===== src/abad_pkg.sv =====
`default_nettype none
package abad_pkg;

  localparam int FRAC_BITS_DEF = 16;
  localparam int MAX_RATIO_DEF = 16;

  // Reset rate ratio, expressed with 16 fraction bits.
  localparam int RATE_RESET_Q16 = 159187;

  localparam int SAMPLE_W = 16;
  localparam int OUT_W    = 8;

  localparam int CFG_IDX_W = 1;
  localparam logic [CFG_IDX_W-1:0] CFG_RATE_RATIO = 1'd0;
  localparam logic [CFG_IDX_W-1:0] CFG_WIDE_MODE  = 1'd1;

  typedef enum logic [1:0] {
    BE_IDLE,
    BE_DIV,
    BE_OUT
  } be_state_t;

endpackage
`default_nettype wire


===== src/abad_if.sv =====
`default_nettype none
interface abad_in_if;
  logic                        valid;
  logic                        ready;
  logic [abad_pkg::SAMPLE_W-1:0] sample_raw;
  logic                        last;

  modport source (output valid, output sample_raw, output last, input ready);
  modport sink   (input valid, input sample_raw, input last, output ready);
endinterface

interface abad_out_if;
  logic                       valid;
  logic                       ready;
  logic [abad_pkg::OUT_W-1:0] out_sample;

  modport source (output valid, output out_sample, input ready);
  modport sink   (input valid, input out_sample, output ready);
endinterface
`default_nettype wire


===== src/abad_front.sv =====
`default_nettype none
module abad_front #(
  parameter int  FRAC_BITS = abad_pkg::FRAC_BITS_DEF,
  parameter int  MAX_RATIO = abad_pkg::MAX_RATIO_DEF,
  localparam int RATIO_W   = FRAC_BITS + 4,
  localparam int SUM_W     = abad_pkg::SAMPLE_W + $clog2(MAX_RATIO) + 1,
  localparam int CNT_W     = $clog2(MAX_RATIO + 1),
  localparam int QW        = SUM_W + CNT_W + 1
) (
  input  wire logic                           clk,
  input  wire logic                           rst_n,
  input  wire logic                           cfg_wr_en,
  input  wire logic [abad_pkg::CFG_IDX_W-1:0] cfg_index,
  input  wire logic [RATIO_W-1:0]             cfg_data,
  abad_in_if.sink                             in_ch,
  output logic                                push_valid,
  input  wire logic                           push_ready,
  output logic [QW-1:0]                       push_data
);
  import abad_pkg::*;

  localparam int PH_W = FRAC_BITS + 5;
  localparam int RST_UP = (FRAC_BITS >= 16) ? FRAC_BITS - 16 : 0;
  localparam int RST_DN = (FRAC_BITS >= 16) ? 0 : 16 - FRAC_BITS;
  localparam logic [63:0] RATE_RST = (64'(RATE_RESET_Q16) << RST_UP) >> RST_DN;
  localparam logic [PH_W-1:0] PH_ONE = PH_W'(1) << FRAC_BITS;

  logic [RATIO_W-1:0] ratio_r;
  logic               wide_r;
  logic [PH_W-1:0]    phase_r, phase_nxt;
  logic [SUM_W-1:0]   sum_r, sum_nxt;
  logic [CNT_W-1:0]   count_r, count_nxt;

  logic               accept;
  logic [SUM_W-1:0]   samp;
  logic [PH_W-1:0]    phase_a, phase_b;
  logic [SUM_W-1:0]   sum_add;
  logic [CNT_W-1:0]   count_add;
  logic               ovf, close;

  assign accept       = in_ch.valid && in_ch.ready;
  assign in_ch.ready  = push_ready;

  always_comb begin
    if (wide_r) begin
      samp = {{(SUM_W-SAMPLE_W){in_ch.sample_raw[SAMPLE_W-1]}}, in_ch.sample_raw};
    end else begin
      samp = {{(SUM_W-8){1'b0}}, in_ch.sample_raw[7:0]};
    end
  end

  always_comb begin
    phase_a   = (count_r == '0) ? phase_r + PH_W'(ratio_r) : phase_r;
    phase_b   = (phase_a >= PH_ONE) ? phase_a - PH_ONE : '0;
    sum_add   = sum_r + samp;
    count_add = count_r + CNT_W'(1);
    ovf       = (count_add == CNT_W'(MAX_RATIO));
    close     = (phase_b < PH_ONE) || ovf;

    phase_nxt = phase_b;
    sum_nxt   = sum_add;
    count_nxt = count_add;
    if (close) begin
      // An overflowing group keeps only the fraction of the phase.
      if (ovf) begin
        phase_nxt = phase_b & (PH_ONE - PH_W'(1));
      end
      sum_nxt   = '0;
      count_nxt = '0;
    end
    if (in_ch.last) begin
      phase_nxt = '0;
      sum_nxt   = '0;
      count_nxt = '0;
    end
  end

  assign push_valid = accept && close;
  assign push_data  = {wide_r, count_add, sum_add};

  always_ff @(posedge clk) begin
    if (!rst_n) begin
      ratio_r <= RATIO_W'(RATE_RST);
      wide_r  <= 1'b0;
    end else if (cfg_wr_en) begin
      case (cfg_index)
        CFG_RATE_RATIO: ratio_r <= cfg_data;
        CFG_WIDE_MODE:  wide_r  <= cfg_data[0];
        default: ;
      endcase
    end
  end

  always_ff @(posedge clk) begin
    if (!rst_n) begin
      phase_r <= '0;
      sum_r   <= '0;
      count_r <= '0;
    end else if (accept) begin
      phase_r <= phase_nxt;
      sum_r   <= sum_nxt;
      count_r <= count_nxt;
    end
  end

  a_last_clears: assert property (@(posedge clk) disable iff (!rst_n)
    accept && in_ch.last |=> count_r == '0 && phase_r == '0 && sum_r == '0)
    else $error("state not cleared after last sample");

  a_count_bound: assert property (@(posedge clk) disable iff (!rst_n)
    count_r < CNT_W'(MAX_RATIO))
    else $error("group count reached its limit without closing");

  a_count_step: assert property (@(posedge clk) disable iff (!rst_n)
    accept && !close && !in_ch.last |=> count_r == $past(count_r) + CNT_W'(1))
    else $error("group count did not advance");

endmodule
`default_nettype wire


===== src/abad_queue.sv =====
`default_nettype none
module abad_queue #(
  parameter int W = 8
) (
  input  wire logic         clk,
  input  wire logic         rst_n,
  input  wire logic         push_valid,
  output logic              push_ready,
  input  wire logic [W-1:0] push_data,
  output logic              pop_valid,
  input  wire logic         pop_ready,
  output logic [W-1:0]      pop_data
);
  logic [W-1:0] slot_r [2];
  logic         wr_ptr_r, rd_ptr_r;
  logic [1:0]   fill_r;
  logic         do_push, do_pop;

  assign push_ready = (fill_r != 2'd2);
  assign pop_valid  = (fill_r != 2'd0);
  assign pop_data   = slot_r[rd_ptr_r];
  assign do_push    = push_valid && push_ready;
  assign do_pop     = pop_valid && pop_ready;

  always_ff @(posedge clk) begin
    if (do_push) begin
      slot_r[wr_ptr_r] <= push_data;
    end
  end

  always_ff @(posedge clk) begin
    if (!rst_n) begin
      wr_ptr_r <= 1'b0;
      rd_ptr_r <= 1'b0;
      fill_r   <= 2'd0;
    end else begin
      if (do_push) begin
        wr_ptr_r <= !wr_ptr_r;
      end
      if (do_pop) begin
        rd_ptr_r <= !rd_ptr_r;
      end
      fill_r <= fill_r + {1'b0, do_push} - {1'b0, do_pop};
    end
  end

endmodule
`default_nettype wire


===== src/abad_back.sv =====
`default_nettype none
module abad_back #(
  parameter int  MAX_RATIO = abad_pkg::MAX_RATIO_DEF,
  localparam int SUM_W     = abad_pkg::SAMPLE_W + $clog2(MAX_RATIO) + 1,
  localparam int CNT_W     = $clog2(MAX_RATIO + 1),
  localparam int QW        = SUM_W + CNT_W + 1
) (
  input  wire logic          clk,
  input  wire logic          rst_n,
  input  wire logic          q_valid,
  output logic               q_ready,
  input  wire logic [QW-1:0] q_data,
  abad_out_if.source         out_ch
);
  import abad_pkg::*;

  localparam int DW = CNT_W + 8;
  localparam int SW = $clog2(SUM_W);

  be_state_t          state_r, state_nxt;
  logic [DW-1:0]      rem_r, div_r;
  logic [SUM_W-1:0]   dq_r;
  logic               neg_r;
  logic [SW-1:0]      step_r;
  logic [OUT_W-1:0]   res_r;

  logic               q_wide;
  logic [CNT_W-1:0]   q_cnt;
  logic [SUM_W-1:0]   q_sum;
  logic [DW:0]        shifted, trial;
  logic [DW-1:0]      rem_nxt;
  logic [SUM_W-1:0]   dq_nxt;
  logic               last_step;
  logic               load;

  assign {q_wide, q_cnt, q_sum} = q_data;
  assign load = q_valid && q_ready;

  // One restoring-division step per cycle on the magnitude of the sum.
  always_comb begin
    shifted = {rem_r, dq_r[SUM_W-1]};
    trial   = shifted - {1'b0, div_r};
    if (!trial[DW]) begin
      rem_nxt = trial[DW-1:0];
      dq_nxt  = {dq_r[SUM_W-2:0], 1'b1};
    end else begin
      rem_nxt = shifted[DW-1:0];
      dq_nxt  = {dq_r[SUM_W-2:0], 1'b0};
    end
    last_step = (step_r == SW'(SUM_W - 1));
  end

  always_comb begin
    state_nxt = state_r;
    case (state_r)
      BE_IDLE: if (q_valid) state_nxt = BE_DIV;
      BE_DIV:  if (last_step) state_nxt = BE_OUT;
      BE_OUT:  if (out_ch.ready) state_nxt = BE_IDLE;
      default: state_nxt = BE_IDLE;
    endcase
  end

  always_comb begin
    q_ready      = 1'b0;
    out_ch.valid = 1'b0;
    case (state_r)
      BE_IDLE: q_ready = 1'b1;
      BE_OUT:  out_ch.valid = 1'b1;
      default: ;
    endcase
  end

  assign out_ch.out_sample = res_r;

  always_ff @(posedge clk) begin
    if (!rst_n) begin
      state_r <= BE_IDLE;
    end else begin
      state_r <= state_nxt;
    end
  end

  always_ff @(posedge clk) begin
    if (load) begin
      dq_r   <= q_sum[SUM_W-1] ? SUM_W'(-q_sum) : q_sum;
      neg_r  <= q_sum[SUM_W-1];
      div_r  <= q_wide ? {q_cnt, 8'd0} : {8'd0, q_cnt};
      rem_r  <= '0;
      step_r <= '0;
    end else if (state_r == BE_DIV) begin
      dq_r   <= dq_nxt;
      rem_r  <= rem_nxt;
      step_r <= step_r + SW'(1);
      if (last_step) begin
        // Truncation toward zero: negate the magnitude quotient.
        res_r <= neg_r ? OUT_W'(~dq_nxt[OUT_W-1:0] + OUT_W'(1)) : dq_nxt[OUT_W-1:0];
      end
    end
  end

  a_rem_below_div: assert property (@(posedge clk) disable iff (!rst_n)
    state_r == BE_DIV |-> rem_r < div_r)
    else $error("partial remainder not below divisor");

  a_load_starts: assert property (@(posedge clk) disable iff (!rst_n)
    load |=> state_r == BE_DIV && step_r == '0)
    else $error("divide did not start after load");

  a_div_nonzero: assert property (@(posedge clk) disable iff (!rst_n)
    state_r == BE_DIV |-> div_r != '0)
    else $error("zero divisor in divide");

endmodule
`default_nettype wire


===== src/audio_box_average_decimator_core.sv =====
// Box-filter decimator for one stream of audio samples.
// in_ch carries one source sample per transfer (sample_raw, last); out_ch
// carries one 8-bit average per closed group (out_sample). Both channels
// transfer when valid and ready are high at a rising clock edge.
// The cfg port writes rate_ratio (index 0, Q4.FRAC_BITS) and wide_mode
// (index 1) at any edge with cfg_wr_en high. The user must write them
// only while the block is idle; the block itself does not enforce this.
// The front end takes one sample per cycle while the queue has room and
// updates the phase, sum and count in that cycle. A closed group enters a
// two-entry queue, and the back end divides it with a bit-serial restoring
// divider, one quotient bit per cycle over the sum width (21 bits by
// default). out_ch.valid rises once all divide steps are done; the back
// end takes no new group until its result has transferred. When out_ch
// stalls, the result holds in the output register, the queue fills, and
// in_ch.ready drops once both queue entries are taken. Synchronous reset
// clears the phase, sum, count and queue, returns the divider to idle,
// and sets rate_ratio to its default and wide_mode to 8-bit samples.
`default_nettype none
module audio_box_average_decimator_core #(
  parameter int  FRAC_BITS = abad_pkg::FRAC_BITS_DEF,
  parameter int  MAX_RATIO = abad_pkg::MAX_RATIO_DEF,
  localparam int RATIO_W   = FRAC_BITS + 4
) (
  input  wire logic                           clk,
  input  wire logic                           rst_n,
  input  wire logic                           cfg_wr_en,
  input  wire logic [abad_pkg::CFG_IDX_W-1:0] cfg_index,
  input  wire logic [RATIO_W-1:0]             cfg_data,
  abad_in_if.sink                             in_ch,
  abad_out_if.source                          out_ch
);
  import abad_pkg::*;

  localparam int SUM_W = SAMPLE_W + $clog2(MAX_RATIO) + 1;
  localparam int CNT_W = $clog2(MAX_RATIO + 1);
  localparam int QW    = SUM_W + CNT_W + 1;

  logic          push_valid, push_ready;
  logic [QW-1:0] push_data;
  logic          pop_valid, pop_ready;
  logic [QW-1:0] pop_data;

  abad_front #(
    .FRAC_BITS (FRAC_BITS),
    .MAX_RATIO (MAX_RATIO)
  ) u_front (
    .clk        (clk),
    .rst_n      (rst_n),
    .cfg_wr_en  (cfg_wr_en),
    .cfg_index  (cfg_index),
    .cfg_data   (cfg_data),
    .in_ch      (in_ch),
    .push_valid (push_valid),
    .push_ready (push_ready),
    .push_data  (push_data)
  );

  abad_queue #(
    .W (QW)
  ) u_queue (
    .clk        (clk),
    .rst_n      (rst_n),
    .push_valid (push_valid),
    .push_ready (push_ready),
    .push_data  (push_data),
    .pop_valid  (pop_valid),
    .pop_ready  (pop_ready),
    .pop_data   (pop_data)
  );

  abad_back #(
    .MAX_RATIO (MAX_RATIO)
  ) u_back (
    .clk     (clk),
    .rst_n   (rst_n),
    .q_valid (pop_valid),
    .q_ready (pop_ready),
    .q_data  (pop_data),
    .out_ch  (out_ch)
  );

endmodule
`default_nettype wire


===== src/flat_wrapper.sv =====
// flat-port wrapper written by rule: the top's interface ports become plain ports
module audio_box_average_decimator_core_flat import abad_pkg::*;
#(
  parameter int  FRAC_BITS = abad_pkg::FRAC_BITS_DEF,
  parameter int  MAX_RATIO = abad_pkg::MAX_RATIO_DEF,
  localparam int RATIO_W   = FRAC_BITS + 4
)
  (clk, rst_n, cfg_wr_en, cfg_index, cfg_data, in_ch_valid, in_ch_sample_raw, in_ch_last, in_ch_ready, out_ch_valid, out_ch_out_sample, out_ch_ready);
  abad_in_if in_ch_i ();
  abad_out_if out_ch_i ();
  input  wire logic clk;
  input  wire logic rst_n;
  input  wire logic cfg_wr_en;
  input  wire logic [abad_pkg::CFG_IDX_W-1:0] cfg_index;
  input  wire logic [RATIO_W-1:0] cfg_data;
  input wire logic [$bits(in_ch_i.valid)-1:0] in_ch_valid;
  input wire logic [$bits(in_ch_i.sample_raw)-1:0] in_ch_sample_raw;
  input wire logic [$bits(in_ch_i.last)-1:0] in_ch_last;
  output wire logic [$bits(in_ch_i.ready)-1:0] in_ch_ready;
  output wire logic [$bits(out_ch_i.valid)-1:0] out_ch_valid;
  output wire logic [$bits(out_ch_i.out_sample)-1:0] out_ch_out_sample;
  input wire logic [$bits(out_ch_i.ready)-1:0] out_ch_ready;
  assign in_ch_i.valid = in_ch_valid;
  assign in_ch_i.sample_raw = in_ch_sample_raw;
  assign in_ch_i.last = in_ch_last;
  assign in_ch_ready = in_ch_i.ready;
  assign out_ch_valid = out_ch_i.valid;
  assign out_ch_out_sample = out_ch_i.out_sample;
  assign out_ch_i.ready = out_ch_ready;
  audio_box_average_decimator_core #(.FRAC_BITS(FRAC_BITS), .MAX_RATIO(MAX_RATIO)) u_core (.clk(clk), .rst_n(rst_n), .cfg_wr_en(cfg_wr_en), .cfg_index(cfg_index), .cfg_data(cfg_data), .in_ch(in_ch_i), .out_ch(out_ch_i));
endmodule

===== config.mk =====
export PLATFORM = sky130hd
export DESIGN_NAME = audio_box_average_decimator_core_flat
export DESIGN_NICKNAME = d
export VERILOG_FILES = /design/src/abad_pkg.sv /design/src/abad_if.sv /design/src/abad_front.sv /design/src/abad_queue.sv /design/src/abad_back.sv /design/src/audio_box_average_decimator_core.sv /design/src/flat_wrapper.sv
export SDC_FILE = /design/constraint.sdc
export NUM_CORES = 1
export LEC_CHECK = 0
export BUFFER_PORTS_ARGS = -buffer_cell sky130_fd_sc_hd__buf_2
export CORE_UTILIZATION = 35
export CTS_CLUSTER_SIZE = 16
export DETAILED_ROUTE_END_ITERATION = 10
export GPL_TIMING_DRIVEN = 0
export PLACE_DENSITY = 0.56
export SKIP_LAST_GASP = 1
export SYNTH_ARGS = -nofsm -noshare
export SYNTH_HDL_FRONTEND = slang
export SYNTH_SLANG_ARGS = --single-unit

===== constraint.sdc =====
create_clock -name clk -period 9.7 [get_ports clk]
set_input_delay 0.97 -clock clk [delete_from_list [all_inputs] [get_ports clk]]
set_output_delay 0.97 -clock clk [all_outputs]
set_load 0.1 [all_outputs]

# [Yosys cells after proc, flatten, opt, wreduce, memory -nomap -nowiden]
# Memories as Yosys holds them, arrays and structs flattened. A register that Yosys moved wholly into a read port is not among the register bits.
# Cells that the tools add are included.
[word_totals] register_bits=135 ram_bits=54 input_bits=43 out_inout_bits=10 wordCells=82 memories=1
[op_classes] addsub=10 order_cmp=2 eq_ne=8 mux=26 n_bitwise=3 reduce_logical=15
[memory_table] name="u_core.u_queue.slot_r" depth=2 width=27 rd=1 rd_clocked_by_memory_dff=1 write_ports=1 line_no="abad_queue.sv:14" source="logic [W-1:0] slot_r [2];"
[op_table] operator="21-bit 2-to-1 mux" n=11
[op_table] operator="21-bit by 20-bit adder with 21-bit output" n=1
[op_table] operator="21-bit adder" n=1
[op_table] operator="21-bit by 17-bit >= comparator with 1-bit output, second input constant" n=1
[op_table] operator="21-bit by 17-bit < comparator with 1-bit output, second input constant" n=1
[op_table] operator="21-bit negator" n=1
[op_table] operator="21-bit by 17-bit subtractor with 21-bit output, second input constant" n=1
[op_table] operator="14-bit by 13-bit subtractor with 14-bit output" n=1
[op_table] operator="13-bit 2-to-1 mux" n=1
[op_table] operator="5-bit by 1-bit adder with 5-bit output, second input constant" n=2
[op_table] operator="5-bit equality test, second input constant" n=2
[op_table] operator="5-bit 2-to-1 mux" n=2
[op_table] operator="8-bit by 1-bit adder with 8-bit output, second input constant" n=1
[op_table] operator="8-bit 2-to-1 mux" n=1
[op_table] operator="2-bit != test, second input constant" n=4
[op_table] operator="8-bit inverter" n=1
[op_table] operator="1-bit 2-to-1 mux" n=7
[op_table] operator="2-bit 2-to-1 mux" n=3
[op_table] operator="2-bit case mux with 3 select lines" n=1
[op_table] operator="3-bit AND reduction" n=2
[op_table] operator="5-bit logical NOT" n=1
[op_table] operator="1-bit logical AND" n=4
[op_table] operator="2-bit AND reduction" n=2
[op_table] operator="2-bit nonzero test" n=2
[op_table] operator="8 further kinds" n=10

# [Depth between registers and ports, before layout]
# Gate-level depths: netlist (run 1).
[depth] ltp_word=10 depth_mapped=18 mapped_depth_nobuf=18

# [Cells and area by module]
# A second synthesis (run 1) with hierarchy kept.
[unflattened] cells_unflattened=1105 area_unflattened_um2=10832.9
[modules_own_cells] mod="abad_front" instances=1 cells_per_inst=591 area_per_inst_um2=4913.5 seq_area_each_um2=1361.3
[modules_own_cells] mod="abad_back" instances=1 cells_per_inst=400 area_per_inst_um2=3703.6 seq_area_each_um2=1601.5
[modules_own_cells] mod="abad_queue" instances=1 cells_per_inst=114 area_per_inst_um2=2215.9 seq_area_each_um2=1721.7

# [Worst setup path after synthesis (run 1)]
# Ideal clock, no wire load.
[synth_timing] path_type="flip-flop to flip-flop" from="reg u_core.u_front.ratio_r[0]" to="mem u_core.u_queue.slot_r[0][0] in the netlist's numbering (enable)" setup_ns=0.411 arrival_time_ns=4.102 required_time_ns=9.289 setup_slack_ns=5.187 path_stages_with_launch=14 path_buffers=0 synth_period_minus_slack_ns=4.513 cell_sequence="dfxtp_1 > ha_1 > fa_1 > a211oi_2 > o211ai_2 > a21oi_2 > a31oi_1 > xnor2_1 > o21a_1 > ha_1 > xnor2_1 > nor3b_2 > o221ai_1 > nor2_1"
[synth_between] elab_chain_len=10 elab_cells_between_ends=11 cone_classes="2 x add/sub; 2 x order compare; 4 x mux; 3 x reduce/logical"
[synth_lines] element="start, declared" line_no="abad_front.sv:28" source="logic [RATIO_W-1:0] ratio_r;"
[synth_lines] element="start signal, assigned" line_no="abad_front.sv:83" source="ratio_r <= RATIO_W'(RATE_RST);"
[synth_lines] element="start signal, assigned" line_no="abad_front.sv:87" source="CFG_RATE_RATIO: ratio_r <= cfg_data;"
[synth_lines] element="21-bit by 20-bit adder with 21-bit output (*)" line_no="abad_front.sv:53" source="phase_a = (count_r == '0) ? phase_r + PH_W'(ratio_r) : phase_r;"
[synth_lines] element="21-bit 2-to-1 mux (*)" line_no="abad_front.sv:53"
[synth_lines] element="21-bit by 17-bit subtractor with 21-bit output or 21-bit by 17-bit >= comparator with 1-bit output (tied branches)" line_no="abad_front.sv:54" source="phase_b = (phase_a >= PH_ONE) ? phase_a - PH_ONE : '0;"
[synth_lines] element="21-bit 2-to-1 mux (*)" line_no="abad_front.sv:54"
[synth_lines] element="21-bit by 17-bit < comparator with 1-bit output (*)" line_no="abad_front.sv:58" source="close = (phase_b < PH_ONE) || ovf;"
[synth_lines] element="1-bit logical OR (*)" line_no="abad_front.sv:58"
[synth_lines] element="1-bit logical AND (*)" line_no="abad_front.sv:78" source="assign push_valid = accept && close;"
[synth_lines] element="1-bit logical AND (*)" line_no="abad_queue.sv:22" source="assign do_push = push_valid && push_ready;"
[synth_lines] element="1-bit 2-to-1 mux (*)" line_no="abad_queue.sv:26" source="if (do_push) begin"
[synth_lines] element="1-bit 2-to-1 mux (implied by the code) (*)" line_no="abad_queue.sv:27" source="slot_r[wr_ptr_r] <= push_data;"
[synth_lines] element="end, declared" line_no="abad_queue.sv:14"
# Every way passes the cells marked *; elsewhere a longest branch is shown, timed or not.

# [Worst setup path after layout (run 1)]
[layout_timing] from="reg u_core.u_front.ratio_r[0]" to="mem u_core.u_queue.slot_r[1][3] in the netlist's numbering (enable)"
# Same word-level chain as after synthesis.

==> impl_metrics.env, run 1 <==
export IMPL_critPathBufInv=1
export IMPL_rr_worst_depth=14
export IMPL_fin_cells=1449
export IMPL_syn_inst=985
export IMPL_status="complete, no violations"
export IMPL_drtAntennaViolNets=0
export IMPL_wirelength_microns=20900
export IMPL_worstPathMaxFanout=14
export IMPL_clock_skew_ns=0.0237
export IMPL_grt_pass1_vias=6938
export IMPL_cts_path_max_buffers=2
export IMPL_synth_area_sq_um=10000
export IMPL_yosysUniqueCellTypes=77
export IMPL_final_hold_viol_count=0
export IMPL_maxCapViolCount=0
export IMPL_grt_max_degree=25
export IMPL_die_w_microns=171
export IMPL_ys_ff_latch=187
export IMPL_drtIter0Drc=306
export IMPL_coreArea_sq_um=28000
export IMPL_path_class="reg -> reg"
export IMPL_dp_cells=1417
export IMPL_synthArstFlopShare=0
export IMPL_cp_slowest_cell="nor2_2"
export IMPL_final_layout_size_suffix_gt1_frac=0.120
export IMPL_overflow=0
export IMPL_drc=0
export IMPL_rows=61
export IMPL_synth_top_area_share=0.281
export IMPL_num_vias=7244
export IMPL_path_delay_family="compound AO/OA/AOI/OAI gates"
export IMPL_end_kind="flop"
export IMPL_antenna_found_initial=0
export IMPL_cp_start_kind="flop"
export IMPL_crit_chain="ha_1 > fa_1 > a211oi_2 > o211ai_2 > a21oi_2 > a31oi_1 > xnor2_1 > o21a_1 > ha_1 > xnor2_1 > nor3b_2 > o221ai_1 > nor2_2 > buf_8"
export IMPL_cts_tree="yes"
export IMPL_dr_pass1_iters=5
export IMPL_fmax_ghz=0.220
export IMPL_root_buffer="clkbuf_16"
export IMPL_tns_ns=0
export IMPL_max_stage_delay_ns=0.67
export IMPL_p_leak_nw=4.53
export IMPL_yosysSeqAreaShare=0.466
export IMPL_period_needed_ns=4.54
export IMPL_port_buffers=52
export IMPL_synthTopCellsByArea="edfxtp_1 (28%), dfxtp_1 (19%), ha_1 (7.5%)"
export IMPL_setup_viol=0
export IMPL_viasPerCell=5.00
export IMPL_cts_inserted_buffers=17
export IMPL_cp_required_ns=9.84
export IMPL_power_mw=2.83
export IMPL_path_depth=14
export IMPL_ios=53
export IMPL_layout_nets=1164
export IMPL_routedWlPerCell_microns=14.4
export IMPL_cts_hold_buffers=0
export IMPL_yosysTopAreaCell="edfxtp_1"
export IMPL_rsz0062_at_grt="no"
export IMPL_holdWs_ns=0.472
export IMPL_worst_slew_pin_slew_ns=0.965
export IMPL_clk_latency_ns=0.45
export IMPL_clk_pin_slew_ns=0.07
export IMPL_grt_pass1_wl_microns=34600
export IMPL_area_growth_synth_to_final_pct=13.3
export IMPL_peakVddDrop_mv=0.121
export IMPL_power_density_nw_per_um2=249
export IMPL_post_route_util=0.406
export IMPL_gp_congestion=0.784
export IMPL_cts_sinks=187
export IMPL_cts_setup_buffers=0
export IMPL_antenna_cells=0
export IMPL_slew_headroom=0.356
export IMPL_die_area_sq_um=29400
export IMPL_track_usage=0.150
export IMPL_post_route_period_util=0.468
export IMPL_ctsResizeCount=0
export IMPL_ys_flop_type="edfxtp_1"
export IMPL_start_util=0.359
export IMPL_hold_class="reg -> reg"
export IMPL_dpl_hpwl_microns=15600
export IMPL_cp_arrival_ns=4.68
export IMPL_fp_dieH_microns=171
export IMPL_cts_htree_levels=4
export IMPL_synth_edf_count=94
export IMPL_nFillCells=2753
export IMPL_maxSlewViolCount=0
export IMPL_holdPathStages=2
export IMPL_synth_avg_cell_area_sq_um=10.2
export IMPL_yosys_warnings=0
export IMPL_synth_nets=1091
## path summary, 6_finish.rpt
path,startpoint,to,slack (ns)
max,u_core.u_front.ratio_r[0],u_core.u_queue.slot_r[1][3],5.16
min,u_core.u_front.ratio_r[2],u_core.u_front.ratio_r[2],0.47
max reg2reg,u_core.u_front.ratio_r[0],u_core.u_queue.slot_r[1][3],5.16
min reg2reg,u_core.u_front.ratio_r[2],u_core.u_front.ratio_r[2],0.47
## cell families after synthesis
group / Yosys count / share of synthesized area
AO/OA/AOI/OAI: 240 / 0.170
XOR/XNOR: 76 / 0.0663
adder cells (fa/ha/maj): 63 / 0.0807
buffers and inverters: 80 / 0.0355
flip-flops: 187 / 0.466
multiplexers: 39 / 0.0392
AND/OR/NAND/NOR: 300 / 0.142
## metrics by stage
step / setup slack, ns / instance area, sq um
finish: 5.16 / 11400
global route: 4.82 / 11400
CTS: 5.07 / 11400
detailed placement: 5.10 / 10800
global placement: 4.08 / 10800
floorplan: 5.19 / 10000
## synthesized netlist by cell type (all sizes together) (4+ instances only)
library cell and instances:
a211oi 7, a21boi 4, a21o 12, a21oi 55, a22o 41, a31o 4, a31oi 11, a32o 4
and2 13, and3 6, buf 13, clkbuf 16, dfxtp 93, edfxtp 94, ha 60, inv 48
mux2i 36, nand2 106, nand2b 10, nand3 37, nand4 5, nor2 76, nor2b 5, nor3 12
nor3b 5, o211ai 9, o21a 5, o21ai 56, o21bai 5, or3 8, xnor2 53, xor2 23
## where the power goes
group	switching (mW)	internal [mW]	leakage, nW	total (mW)
combinational	0.618	0.415	2.61	1.03
sequential	0.0834	1.04	1.64	1.12
clock	0.330	0.347	0.283	0.677
total	1.03	1.80	4.53	2.83
## placed cells by master (no fill, tap or decap), types with 5 or more instances in the layout
cell type / Yosys / layout
o21ai_0: 51 / 51
xnor2_1: 53 / 53
nand4_1: 5 / 5
o21bai_1: 5 / 5
and2_1: 12 / 12
o211ai_1: 7 / 7
dfxtp_1: 93 / 93
nand2_1: 106 / 106
buf_6: 7 / 7
a21o_1: 12 / 12
a21oi_1: 52 / 52
edfxtp_1: 94 / 94
or3_1: 8 / 8
ha_1: 60 / 60
nand2b_1: 10 / 10
a22o_1: 41 / 41
nor2_1: 76 / 74
nand3_1: 36 / 36
nor2b_1: 5 / 5
o21a_1: 5 / 5
buf_2: 3 / 55
clkbuf_16: 0 / 17
nor3_1: 11 / 11
xor2_1: 23 / 23
a31oi_1: 11 / 11
mux2i_1: 36 / 36
inv_1: 47 / 47
clkbuf_1: 16 / 17
and3_1: 6 / 6
## registers in the layout, indices dropped and copies added (netlist names), 5 cells and up, named ones only
register,count
u_core.u_front.phase_r,21
u_core.u_back.dq_r,21
u_core.u_queue.slot_r,54
u_core.u_back.step_r,5
u_core.u_front.sum_r,21
u_core.u_front.ratio_r,20
u_core.u_back.div_r,10
u_core.u_front.count_r,5
u_core.u_back.rem_r,13
u_core.u_back.out_ch.out_sample,8
## routing by layer
layer | vias to the layer above | global-route usage | share of wire | wire length [microns]
met2 | 101 | 0.244 | 0.46 | 9530
li1 | 3737 | - | - | -
met3 | 17 | 0.0269 | 0.029 | 616
met4 | 0 | 0.0411 | 0.010 | 208
met5 | - | 0 | 0 | 0
met1 | 3389 | 0.205 | 0.50 | 10500
## cell type report
cell class / instances / area (sq um) / area share
Clock buffer: 19 / 443 / 0.0389
Inverter: 51 / 191 / 0.0168
Tap cell: 378 / 473 / 0.0415
Buffer: 29 / 165 / 0.0145
Timing Repair Buffer: 54 / 290 / 0.0255
Multi-Input combinational cell: 718 / 5010 / 0.440
Sequential cell: 187 / 4680 / 0.411
Clock inverter: 13 / 129 / 0.0113
## worst min-delay path: stages, from the launching register on
cell and delay (ns):
dfxtp_1 0.32, nand2_1 0.06, a21oi_1 0.05
Note: power is estimated with default switching activity, not from simulation.
==> inputs of run 2 (changes only) <==
Settings changed: PLACE_DENSITY 0.56 to 0.57.
Clock period 9.7 ns to 4.15 ns, I/O delays scaled along.
==> run 2 against run 1 <==
  * Cell count rose by 0.62%
  * Clock skew is 0.0042 ns lower
  * Sequential share of layout area down 0.58 points
  * Non-clock buffer count rose by 8
  * Critical endpoint is now u_core.u_queue.fill_r[1]
  * Largest cell class unchanged
  * Largest power group unchanged
==> impl_metrics.env, run 2 (synthesized netlist as in run 1, its figures left out) <==
export IMPL_overflow=0
export IMPL_antenna_cells=0
export IMPL_place_area_sq_um=10800
export IMPL_top_register="u_core.u_queue.slot_r"
export IMPL_min_from="cfg_data[13]"
export IMPL_r2r_end="u_core.u_queue.fill_r[1]"
export IMPL_end_kind="flop"
export IMPL_multi_input_area_sq_um=5100
export IMPL_clock_skew_ns=0.0195
export IMPL_r2r_slack_ns=0.25
export IMPL_coreArea_sq_um=28000
export IMPL_period_needed_ns=3.90
export IMPL_layout_nets=1173
export IMPL_final_cell_mix="nand2_1 (106), edfxtp_1 (94), dfxtp_1 (92)"
export IMPL_start_util=0.359
export IMPL_dr_pass1_iters=4
export IMPL_antenna_found_initial=0
export IMPL_dpl_hpwl_microns=15700
export IMPL_drtIter0Drc=390
export IMPL_die_w_microns=171
export IMPL_slew_headroom=0.372
export IMPL_cts_tree="yes"
export IMPL_groute_layer_met2_usage=0.245
export IMPL_rows=61
export IMPL_cp_start_kind="flop"
export IMPL_drtAntennaViolNets=0
export IMPL_rr_worst_depth=18
export IMPL_maxSlewViolCount=0
export IMPL_routedWlPerCell_microns=14.4
export IMPL_cp_required_ns=4.45
export IMPL_fmax_ghz=0.256
export IMPL_final_common_cell="nand2_1"
export IMPL_cts_hold_buffers=0
export IMPL_regArea_sq_um=4690
export IMPL_clk_latency_ns=0.44
export IMPL_area_growth_synth_to_final_pct=15.0
export IMPL_rr_startpoint="u_core.u_front.ratio_r[0]"
export IMPL_gp_congestion=0.779
export IMPL_peakVddDrop_mv=0.256
export IMPL_gr_max_usage_layer="met2"
export IMPL_grt_use_met3=0.0258
export IMPL_viasPerCell=4.96
export IMPL_root_buffer="clkbuf_16"
export IMPL_clk_pin_slew_ns=0.09
export IMPL_track_usage=0.150
export IMPL_cts_sinks=187
export IMPL_cts_path_max_buffers=2
export IMPL_grt_pass1_vias=6846
export IMPL_ios=53
export IMPL_power_mw=6.73
export IMPL_gr_usage_met1=0.203
export IMPL_setup_viol=0
export IMPL_wirelength_microns=21100
export IMPL_maxCapViolCount=0
export IMPL_die_area_sq_um=29400
export IMPL_post_route_period_util=0.941
export IMPL_holdPathStages=3
export IMPL_port_buffers=52
export IMPL_hold_end="u_core.u_front.ratio_r[13]"
export IMPL_critPathLaunch="u_core.u_front.ratio_r[0]"
export IMPL_largest_reg_flops=54
export IMPL_num_vias=7231
export IMPL_worstPathMaxFanout=5
export IMPL_p_leak_nw=4.58
export IMPL_final_hold_viol_count=0
export IMPL_power_density_nw_per_um2=583
export IMPL_grt_max_degree=25
export IMPL_cts_inserted_buffers=17
export IMPL_fp_dieH_microns=171
export IMPL_path_class="reg -> reg"
export IMPL_postLayoutCellArea_sq_um=11500
export IMPL_post_route_util=0.412
export IMPL_nFillCells=2739
export IMPL_worst_slew_pin_slew_ns=0.941
export IMPL_status="complete, no violations"
export IMPL_cp_arrival_ns=4.21
export IMPL_grt_pass1_wl_microns=34500
export IMPL_cts_htree_levels=4
export IMPL_final_layout_size_suffix_gt1_frac=0.135
export IMPL_hold_class="in -> reg"
export IMPL_drc=0
-- run 2: cell types whose count changed in the layout (fill, tap and decap cells not counted), sizes merged --
cell	previous run	this run
clkinv	9	6
nor2	76	77
inv	55	58
buf	67	75
-- run 2: critical path: stages, from the launching register on --
cell      delay [ns]
dfxtp_2         0.34
ha_4            0.16
fa_2            0.38
a211oi_4        0.25
o211ai_2        0.16
a21oi_4         0.26
a31oi_2         0.13
xnor2_1         0.15
o21a_1          0.23
ha_4            0.18
xnor2_1         0.14
nor3b_2         0.30
o221ai_4        0.19
ha_1            0.31
inv_1           0.04
ha_1            0.17
xor2_1          0.16
xnor2_1         0.15
nor2_1          0.05
-- run 2: timing repair --
item | CTS | global route
cloned | 1 | 0
setup buffers | 2 | 7
gates resized for setup | 5 | 10
endpoints found under the setup margin | 56 | 77
pin swaps | 3 | 13
-- run 2: per-stage QoR --
| stage | hold WS [ns] | setup WS, ns | cells | setup TNS [ns] |
|---|---|---|---|---|
| after detailed placement | 0.460 | -0.516 | 1416 | -21.94 |
| after global placement | 0.457 | -1.49 | 1415 | -79.72 |
| after floorplan | 0.441 | -0.363 | 985 | -19.59 |
| final | 0.172 | 0.246 | 1458 | 0 |
| after global routing | 0.166 | -0.0234 | 1458 | -0.0234 |
| after CTS | 0.160 | 0.0269 | 1451 | 0 |
-- run 2: worst max-delay path by stage --
stage / end
2_1_floorplan: u_core.u_queue.slot_r[0][0]
3_3_place_gp: u_core.u_queue.slot_r[1][16]
3_5_place_dp: u_core.u_queue.slot_r[0][16]
4_1_cts: u_core.u_queue.fill_r[1]
5_1_grt: u_core.u_queue.fill_r[1]
6_report: u_core.u_queue.fill_r[1]
-- run 2: cell type report --
cell class	instances	share of cell area
Buffer	29	0.0143
Clock buffer	19	0.0383
Clock inverter	13	0.0125
Inverter	51	0.0166
Multi-Input combinational cell	719	0.442
Sequential cell	187	0.406
Tap cell	378	0.0409
Timing Repair Buffer	62	0.0297
-- run 2: power by group --
group	switching [mW]	total (mW)	internal [mW]
sequential	0.196	2.63	2.43
clock	0.794	1.62	0.825
combinational	1.47	2.48	1.01
total	2.46	6.73	4.27
-- run 2: per-layer routing --
layer | vias to the layer above | routed length, microns
li1 | 3762 | -
met1 | 3368 | 10500
met2 | 90 | 9740
met3 | 11 | 596
met4 | 0 | 195
met5 | - | 0
==> inputs of run 3 (changes only) <==
Settings changed: PLACE_DENSITY 0.57 to 0.56.
Clock period 4.15 ns to 4.2 ns, I/O delays scaled along.
==> run 3 against run 2 <==
  * Setup slack worse by 0.064 ns
  * Register-to-register slack worse by 0.06 ns
  * Via count is 0.48% higher
  * Die area stayed put
  * Non-clock buffer count is 3 lower
  * Cell count is 0.27% lower
  * Utilization is 0.17 points lower
  * Total power is 1.8% lower
  * Hold slack better by 0.0020 ns
  * Critical path type unchanged
  * Largest power group unchanged
==> impl_metrics.env, run 3 (synthesized netlist as in run 1, its figures left out) <==
export IMPL_cts_sinks=187
export IMPL_power_mw=6.61
export IMPL_port_buffers=52
export IMPL_gp_congestion=0.784
export IMPL_root_buffer="clkbuf_16"
export IMPL_wirelength_microns=21000
export IMPL_worst_slew_pin_slew_ns=0.968
export IMPL_drtIter0Drc=343
export IMPL_final_common_cell="nand2_1"
export IMPL_die_area_sq_um=29400
export IMPL_peakVddDrop_mv=0.280
export IMPL_power_frac_seq=0.393
export IMPL_grt_pass1_vias=6965
export IMPL_ios=53
export IMPL_coreArea_sq_um=28000
export IMPL_final_cell_mix="nand2_1 (106), edfxtp_1 (94), dfxtp_1 (93)"
export IMPL_num_vias=7266
export IMPL_cts_tree="yes"
export IMPL_worstPathMaxFanout=5
export IMPL_layout_nets=1169
export IMPL_p_leak_nw=4.57
export IMPL_period_needed_ns=4.02
export IMPL_antenna_cells=0
export IMPL_post_route_util=0.411
export IMPL_nFillCells=2747
export IMPL_switching_share=0.365
export IMPL_p_int_mw=4.20
export IMPL_drtAntennaViolNets=0
export IMPL_antenna_found_initial=0
export IMPL_routedWlPerCell_microns=14.5
export IMPL_final_hold_viol_count=0
export IMPL_viasPerCell=5.00
export IMPL_grt_max_degree=25
export IMPL_final_layout_size_suffix_gt1_frac=0.131
export IMPL_top_register="u_core.u_queue.slot_r"
export IMPL_dpl_hpwl_microns=15600
export IMPL_critPathLaunch="u_core.u_front.ratio_r[0]"
export IMPL_path_class="reg -> reg"
export IMPL_power_density_nw_per_um2=575
export IMPL_track_usage=0.151
export IMPL_fp_dieH_microns=171
export IMPL_clk_pin_slew_ns=0.08
export IMPL_cp_start_kind="flop"
export IMPL_largest_reg_flops=54
export IMPL_cp_arrival_ns=4.32
export IMPL_maxSlewViolCount=0
export IMPL_end_kind="flop"
export IMPL_area_growth_synth_to_final_pct=14.5
export IMPL_grt_pass1_wl_microns=34800
export IMPL_status="complete, no violations"
export IMPL_cts_path_max_buffers=2
export IMPL_dr_pass1_iters=5
export IMPL_overflow=0
export IMPL_die_w_microns=171
export IMPL_hold_class="in -> reg"
export IMPL_setup_viol=0
export IMPL_clkPwrFrac=0.236
export IMPL_rows=61
export IMPL_cp_required_ns=4.51
export IMPL_cts_htree_levels=4
export IMPL_clk_latency_ns=0.45
export IMPL_cts_inserted_buffers=17
export IMPL_fmax_ghz=0.249
export IMPL_post_route_period_util=0.957
export IMPL_combPwrFrac=0.371
export IMPL_min_from="cfg_data[11]"
export IMPL_drc=0
export IMPL_switchingPower_mw=2.41
export IMPL_maxCapViolCount=0
export IMPL_slew_headroom=0.354
export IMPL_rr_startpoint="u_core.u_front.ratio_r[0]"
export IMPL_clock_skew_ns=0.0230
export IMPL_start_util=0.359
run 3: through the flow:
stage / area, sq um / std cells / hold slack (ns) / setup TNS, ns / worst slack (ns)
finish: 11500 / 1454 / 0.174 / 0 / 0.182
global route: 11500 / 1454 / 0.178 / -0.0631 / -0.0576
CTS: 11400 / 1450 / 0.158 / 0 / 0.0154
detailed placement: 10800 / 1417 / 0.456 / -17.21 / -0.403
global placement: 10800 / 1415 / 0.460 / -76.72 / -1.42
floorplan: 10000 / 985 / 0.441 / -16.89 / -0.313
run 3: path summary, 6_finish.rpt:
| kind | to | slack [ns] | cells past startpoint |
|---|---|---|---|
| max | u_core.u_queue.fill_r[1] | 0.18 | 18 |
| min | u_core.u_front.ratio_r[11] | 0.17 | 3 |
| max reg2reg | u_core.u_queue.fill_r[1] | 0.18 | 18 |
| min reg2reg | u_core.u_front.ratio_r[2] | 0.47 | 2 |
run 3: power groups by stage:
stage	clock [mW]	combinational, mW	sequential, mW
after floorplan	0	1.89	2.58
after global placement	0	2.37	2.63
after detailed placement	0	2.40	2.64
after CTS	1.60	2.44	2.60
after global routing	1.68	2.77	2.64
final	1.56	2.45	2.60
run 3: timing repair:
| action | in CTS | in global routing |
|---|---|---|
| setup buffers | 1 | 4 |
| endpoints found under the setup margin | 56 | 36 |
| pin swaps | 1 | 7 |
| hold buffers | 0 | 0 |
| gates resized for setup | 5 | 8 |
run 3: worst max-delay path, cell delays in order (launching register included):
cell and delay [ns]:
dfxtp_1 0.32, ha_1 0.23, fa_2 0.39, a211oi_4 0.26
o211ai_2 0.16, a21oi_4 0.23, a31oi_1 0.13, xnor2_1 0.17
o21a_2 0.27, ha_4 0.18, xnor2_1 0.15, nor3b_2 0.33
o221ai_4 0.22, ha_4 0.32, inv_1 0.03, ha_1 0.17
xor2_1 0.15, xnor2_1 0.13, nor2_1 0.05
run 3: layout make-up:
class,count,area [sq um],share of cell area
Buffer,29,165,0.0144
Clock buffer,19,443,0.0385
Clock inverter,13,129,0.0112
Inverter,51,191,0.0166
Multi-Input combinational cell,718,5090,0.442
Sequential cell,187,4680,0.407
Tap cell,378,473,0.0411
Timing Repair Buffer,59,328,0.0285
run 3: per-layer routing:
layer / up-vias / routed length (microns) / global-route usage
li1: 3744 / - / -
met1: 3408 / 10600 / 0.206
met2: 92 / 9690 / 0.246
met3: 22 / 563 / 0.0269
met4: 0 / 215 / 0.0411
met5: - / 0 / 0
